**src/rtl/roext_pkg.sv**
```systemverilog
// Shared types, constants and the reciprocal table for the Romberg extrapolation table.
package roext_pkg;

    // Table geometry and number format.
    localparam int MAX_LEVELS = 20;
    localparam int FRAC_BITS  = 48;
    localparam int DATA_W     = 64;
    localparam int TOL_W      = 63;
    localparam int ROW_W      = 5;
    localparam int LEVELS_W   = 5;
    localparam int IDX_W      = $clog2(MAX_LEVELS);
    localparam int LEVEL_W    = $clog2(MAX_LEVELS + 1);

    // Reciprocals are unsigned Q0.62 values.
    localparam int RECIP_W     = 62;
    localparam int RECIP_SHIFT = 62;
    localparam int HALF_W      = DATA_W / 2;

    // Saturation limits of the signed data word.
    localparam logic [DATA_W-1:0] DATA_MAX = {1'b0, {(DATA_W-1){1'b1}}};
    localparam logic [DATA_W-1:0] DATA_MIN = {1'b1, {(DATA_W-1){1'b0}}};

    // Register reset values.
    localparam logic [DATA_W-1:0]   REF_RESET    = DATA_W'(2) << FRAC_BITS;
    localparam logic [TOL_W-1:0]    TOL_RESET    = TOL_W'(1);
    localparam logic [LEVELS_W-1:0] LEVELS_RESET = LEVELS_W'(20);

    // Configuration register indexes.
    localparam int CFG_IDX_W = 2;
    localparam logic [CFG_IDX_W-1:0] CFG_REFERENCE = 2'd0;
    localparam logic [CFG_IDX_W-1:0] CFG_TOLERANCE = 2'd1;
    localparam logic [CFG_IDX_W-1:0] CFG_LEVELS    = 2'd2;

    // Result status codes.
    localparam logic STATUS_ENTRY   = 1'b0;
    localparam logic STATUS_IGNORED = 1'b1;

    // Input and result payloads.
    typedef struct packed {
        logic signed [DATA_W-1:0] estimate;
        logic                     restart;
    } in_item_t;

    typedef struct packed {
        logic signed [DATA_W-1:0] value;
        logic [ROW_W-1:0]         row;
        logic [ROW_W-1:0]         column;
        logic                     last;
        logic                     converged;
        logic                     status;
    } out_item_t;

    // Request and response of the shared multiply unit.
    typedef struct packed {
        logic                start;
        logic                neg;
        logic [DATA_W-1:0]   mag;
        logic [RECIP_W-1:0]  recip;
    } mul_req_t;

    typedef struct packed {
        logic              done;
        logic [DATA_W-1:0] value;
    } mul_rsp_t;

    // Per-cell control of the row chain.
    typedef struct packed {
        logic shift;
        logic load;
    } cell_ctl_t;

    // round(2^62 / (4^j - 1)) is the sum of 2^(62 - 2jm) over m >= 1; the dropped
    // fraction is always below one half, so the rounded value is just these bits.
    typedef logic [MAX_LEVELS-1:0][RECIP_W-1:0] recip_table_t;

    function automatic recip_table_t build_recip_table();
        recip_table_t t;
        t = '0;
        for (int j = 1; j < MAX_LEVELS; j++) begin
            for (int m = 1; 2 * j * m <= RECIP_SHIFT; m++) begin
                t[j][RECIP_SHIFT - 2 * j * m] = 1'b1;
            end
        end
        return t;
    endfunction

    localparam recip_table_t RECIP_TABLE = build_recip_table();

endpackage

```
**src/rtl/roext_mul.sv**
```systemverilog
// Multi-cycle signed scaling by a Q0.62 reciprocal, built on one 32 x 32 multiplier.
module roext_mul (
    input  logic                  aclk,
    input  logic                  aresetn,
    input  roext_pkg::mul_req_t   req,
    output roext_pkg::mul_rsp_t   rsp
);

    localparam int ACC_W = roext_pkg::DATA_W + roext_pkg::RECIP_W + 1;
    localparam int Q_W   = ACC_W - roext_pkg::RECIP_SHIFT;

    typedef enum logic [1:0] {M_IDLE, M_MUL, M_ACC, M_ROUND} phase_t;

    phase_t                           phase_reg;
    logic [1:0]                       cnt_reg;
    logic [1:0]                       sh_reg;
    logic [roext_pkg::DATA_W-1:0]     mag_reg;
    logic [roext_pkg::RECIP_W-1:0]    recip_reg;
    logic                             neg_reg;
    logic [ACC_W-1:0]                 acc_reg;
    logic [2*roext_pkg::HALF_W-1:0]   pp_reg;

    logic [roext_pkg::HALF_W-1:0]     a_op;
    logic [roext_pkg::HALF_W-1:0]     b_op;
    logic [2*roext_pkg::HALF_W-1:0]   product;
    logic [ACC_W-1:0]                 pp_ext;
    logic [ACC_W-1:0]                 pp_shifted;
    logic [ACC_W-1:0]                 acc_sum;
    logic [Q_W-1:0]                   q_full;
    logic [roext_pkg::DATA_W-1:0]     q_sat;

    // Operand halves: the count picks low or high half of each operand.
    always_comb begin
        a_op    = cnt_reg[1] ? mag_reg[roext_pkg::DATA_W-1:roext_pkg::HALF_W]
                             : mag_reg[roext_pkg::HALF_W-1:0];
        b_op    = cnt_reg[0]
                ? roext_pkg::HALF_W'(recip_reg[roext_pkg::RECIP_W-1:roext_pkg::HALF_W])
                : recip_reg[roext_pkg::HALF_W-1:0];
        product = a_op * b_op;
    end

    // Align the registered partial product by the weight of its halves.
    always_comb begin
        pp_ext = ACC_W'(pp_reg);
        case ({1'b0, sh_reg[0]} + {1'b0, sh_reg[1]})
            2'd0:    pp_shifted = pp_ext;
            2'd1:    pp_shifted = pp_ext << roext_pkg::HALF_W;
            default: pp_shifted = pp_ext << (2 * roext_pkg::HALF_W);
        endcase
        acc_sum = acc_reg + pp_shifted;
    end

    // Drop the reciprocal's fraction bits, clamp and restore the sign.
    always_comb begin
        q_full = acc_reg[ACC_W-1:roext_pkg::RECIP_SHIFT];
        if (q_full > Q_W'(roext_pkg::DATA_MAX)) begin
            q_sat = roext_pkg::DATA_MAX;
        end else begin
            q_sat = q_full[roext_pkg::DATA_W-1:0];
        end
        rsp.done  = (phase_reg == M_ROUND);
        rsp.value = neg_reg ? (roext_pkg::DATA_W'(0) - q_sat) : q_sat;
    end

    // Sequencer: four partial products, each registered and added to the accumulator in the next cycle.
    always_ff @(posedge aclk) begin
        if (!aresetn) begin
            phase_reg <= M_IDLE;
            cnt_reg   <= '0;
        end else begin
            unique case (phase_reg)
                M_IDLE: begin
                    if (req.start) begin
                        mag_reg   <= req.mag;
                        recip_reg <= req.recip;
                        neg_reg   <= req.neg;
                        acc_reg   <= ACC_W'(1) << (roext_pkg::RECIP_SHIFT - 1);
                        cnt_reg   <= '0;
                        phase_reg <= M_MUL;
                    end
                end
                M_MUL: begin
                    pp_reg  <= product;
                    sh_reg  <= cnt_reg;
                    if (cnt_reg != 2'd0) begin
                        acc_reg <= acc_sum;
                    end
                    cnt_reg <= cnt_reg + 2'd1;
                    if (&cnt_reg) begin
                        phase_reg <= M_ACC;
                    end
                end
                M_ACC: begin
                    acc_reg   <= acc_sum;
                    phase_reg <= M_ROUND;
                end
                M_ROUND: begin
                    phase_reg <= M_IDLE;
                end
                default: begin
                    phase_reg <= M_IDLE;
                end
            endcase
        end
    end

endmodule

```
**config.mk**
```make
export PLATFORM = sky130hd
export DESIGN_NAME = roext_mul
export DESIGN_NICKNAME = d
export VERILOG_FILES = /design/src/rtl/roext_pkg.sv /design/src/rtl/roext_mul.sv
export SDC_FILE = /design/constraint.sdc
export NUM_CORES = 2
export LEC_CHECK = 0
export BUFFER_PORTS_ARGS = -buffer_cell sky130_fd_sc_hd__buf_2
export CAP_MARGIN = 20
export CORE_UTILIZATION = 55
export CTS_BUF_LIST = sky130_fd_sc_hd__clkbuf_8
export DETAILED_ROUTE_END_ITERATION = 7
export HOLD_SLACK_MARGIN = 0.06
export PLACE_DENSITY = 0.79
export SLEW_MARGIN = 30
export SYNTH_ARGS = -nofsm -noshare
export SYNTH_HDL_FRONTEND = slang
export SYNTH_SLANG_ARGS = --single-unit
```
**constraint.sdc**
```tcl
create_clock -name aclk -period 8.95 [get_ports aclk]
set_clock_uncertainty 0.15 [all_clocks]
set_input_delay 1.3425 -clock aclk [delete_from_list [all_inputs] [get_ports aclk]]
set_output_delay 1.3425 -clock aclk [all_outputs]
set_load 0.03 [all_outputs]
```
==> flow_summary_export.csv <==
group,metric,value,unit
outcome,outcome,"completed",
sta,drv_slew,0,
clocking,clk_path_buf_depth,3,
detailed_routing,routed_wl,182000,um
final_layout,drive_gt1_frac,0.117,
clocking,htreeDepth,2,
grt,grt_pass1_wl,272000,um
sta,finalWorstSetupSlack,0.169,ns
critical_path,cp.required,9.34,ns
clocking,hold_buffers,0,
floorplanning,die_w,317,um
logic_synthesis,syn_nets,7490,
critical_path,cp_top_family,"adder cells",
critical_path,cp_data_arrival_time,9.17,ns
detailed_routing,antenna_left,0,
final_layout,final_common_cell,"inv_1",
place,dpl_worst_slack,-0.225,ns
logic_synthesis,synth_top_flop_cell,"edfxtp_1",
grt,grt_pass1_vias,46300,
min_path,hold_path.class,"reg -> reg",
critical_path,cp_slowest_stage_delay,0.60,ns
clocking,cts.sinks,324,
clocking,numCtsBuffers,57,
floorplanning,num_rows,115,
logic_synthesis,syn_area,0.0545,sq mm
place,place.gp.congestion,1.03,
sta,max_freq,0.114,GHz
final_layout,largest_reg_flops,127,
clocking,clk_pin_slew,0.07,ns
grt,grt_antenna_before_repair,3,
logic_synthesis,ys_ff_latch,324,
critical_path,critPathLaunchType,"flop",
detailed_routing,dr.first_iter.drc_count,4128,
grt,grt_start_max_net_pins,96,
min_path,worstHoldPathCells,2,
logic_synthesis,ys_types,76,
critical_path,worstPathMaxFanout,10,
detailed_routing,via_per_inst,5.98,
floorplanning,ioPinCount,195,
logic_synthesis,yosysSeqAreaShare,0.178,
floorplanning,die_area,0.100,sq mm
logic_synthesis,async_flop_share,0,
logic_synthesis,synth_cells,6064,
sta,worst_pin_slew,1.03,ns
min_path,holdPathEnd,"phase_reg[0]",
grt,grt.total_usage,0.363,
sta,post-route-min-period,8.78,ns
floorplanning,coreArea,0.0983,sq mm
critical_path,crit_slowest_cell,"fa_1",
final_layout,most-common-layout-cells,"950 x inv_1, 894 x fa_1, 873 x nor2_1, 707 x nand2_1, 394 x ha_1",
detailed_routing,wl_per_cell,23.8,um
critical_path,reg2reg_to,"pp_reg[59]",
detailed_routing,vias,45800,
detailed_routing,dr.pass1.iters,7,
detailed_routing,drc,0,
sta,whs,0.416,ns
final_layout,syn2layout_area_growth,10.5,%
critical_path,r2r_start,"cnt_reg[1]",
critical_path,critPathBufInv,10,
critical_path,crit_top_cell,"fa_1",
place,dp_hpwl,150000,um
sta,maxSlewHeadroom,0.308,
final_layout,utilization,0.613,
place,io_buffers,194,
critical_path,worstRegToRegCells,31,
sta,finalCritPeriodShare,0.981,
min_path,hold_start,"phase_reg[0]",
flow_run,cap_violations,0,
floorplanning,start_util,0.555,
logic_synthesis,syn_area_per_cell,8.99,sq um
final_layout,nNetsFinal,7743,
clocking,cts_tree,"done",
final_layout,final.fill_count,8256,
critical_path,path_class,"reg -> reg",
logic_synthesis,synth_edf_count,320,
critical_path,reg2reg_slack,0.17,ns
grt,overflow,0,
logic_synthesis,ys.warnings.count,0,
clocking,clk_latency,0.81,ns
floorplanning,die_h,317,um
clocking,cts-root-buf,"clkbuf_8",
sta,setup_viol,0,
critical_path,cp-end-kind,"flop",
sta,hold_violations,0,
## worst min-delay path: cells and delay by family, from the launching register on
family	cells	cell delay, ns
flip-flops	1	0.36
AND/OR/NAND/NOR	2	0.16
## metal layers
layer  vias up  wire length, um  track usage
met5         -               80      0.00379
met4         6            13100        0.209
met3       628            19700       0.0860
met2      2785            82100        0.580
met1     22300            67500        0.452
li1      20000                -            -
## logic make-up after synthesis
logic type | Yosys count | share of synthesized area
AO/OA/AOI/OAI | 874 | 0.102
XOR/XNOR | 197 | 0.0317
adder cells (fa/ha/maj) | 1296 | 0.421
buffers and inverters | 1247 | 0.0861
flip-flops | 324 | 0.178
multiplexers | 134 | 0.0261
AND/OR/NAND/NOR | 1992 | 0.155
## worst max-delay path by stage
stage / startpoint / to / slack [ns] / depth (start not counted)
3_5_place_dp: cnt_reg[0] / pp_reg[59] / -0.22 / 27
4_1_cts: cnt_reg[1] / pp_reg[63] / 0.06 / 31
6_report: cnt_reg[1] / pp_reg[59] / 0.17 / 31
3_3_place_gp: cnt_reg[0] / pp_reg[63] / -0.14 / 30
2_1_floorplan: cnt_reg[1] / pp_reg[60] / 0.01 / 30
5_1_grt: cnt_reg[0] / pp_reg[56] / -0.05 / 31
## final cells by class
type,instances,area [sq um],area share
multi-input cells,4493,40500,0.672
flip-flops and latches,324,9700,0.161
repair buffers,497,3750,0.0623
inverters,944,3540,0.0588
well taps,1287,1610,0.0267
clock buffers,57,785,0.0130
clock inverters,47,357,0.00592
diodes,2,5.00,0.0000831
## per-stage QoR
stage / TNS, ns / cells / area (sq um)
final: 0 / 7651 / 60200
after CTS: 0 / 7623 / 59600
after floorplan: 0 / 6064 / 54500
after global routing: -0.177 / 7650 / 60200
after detailed placement: -0.594 / 7511 / 58400
after global placement: -0.236 / 7511 / 58400
## cells in the mapped netlist (9+ instances only)
master,number,area (sq um)
inv_1,944,3540
fa_1,897,18000
nor2_1,873,3280
nand2_1,707,2650
ha_1,399,4990
edfxtp_1,320,9610
clkbuf_1,285,1070
a21oi_1,261,1310
o21ai_0,214,1070
a21o_1,112,841
xnor2_1,103,902
xor2_1,94,823
and2_1,82,513
nand4_1,76,475
mux2i_1,71,711
nor3_1,67,335
mux2_2,63,709
o21bai_1,47,353
nand3_1,42,210
a22o_1,34,298
o311ai_0,31,272
nand2b_1,25,156
o21a_1,25,188
nor2b_1,22,138
a211oi_1,21,158
a31oi_1,21,131
and3_1,20,125
o31ai_1,19,143
buf_1,16,60.1
or3_1,16,100
nor4_1,11,68.8
or2_2,11,68.8
a21boi_0,9,67.6
a221o_1,9,90.1
o211ai_1,9,67.6
## repair_timing
action	in CTS	in global routing
gates cloned	0	4
gates resized for setup	2	72
setup endpoints to repair	5	11
pin swaps	0	17
setup buffers	8	23
Power is not shown: default switching activity piles up to over one toggle a cycle in this logic, so the estimate is an artifact.
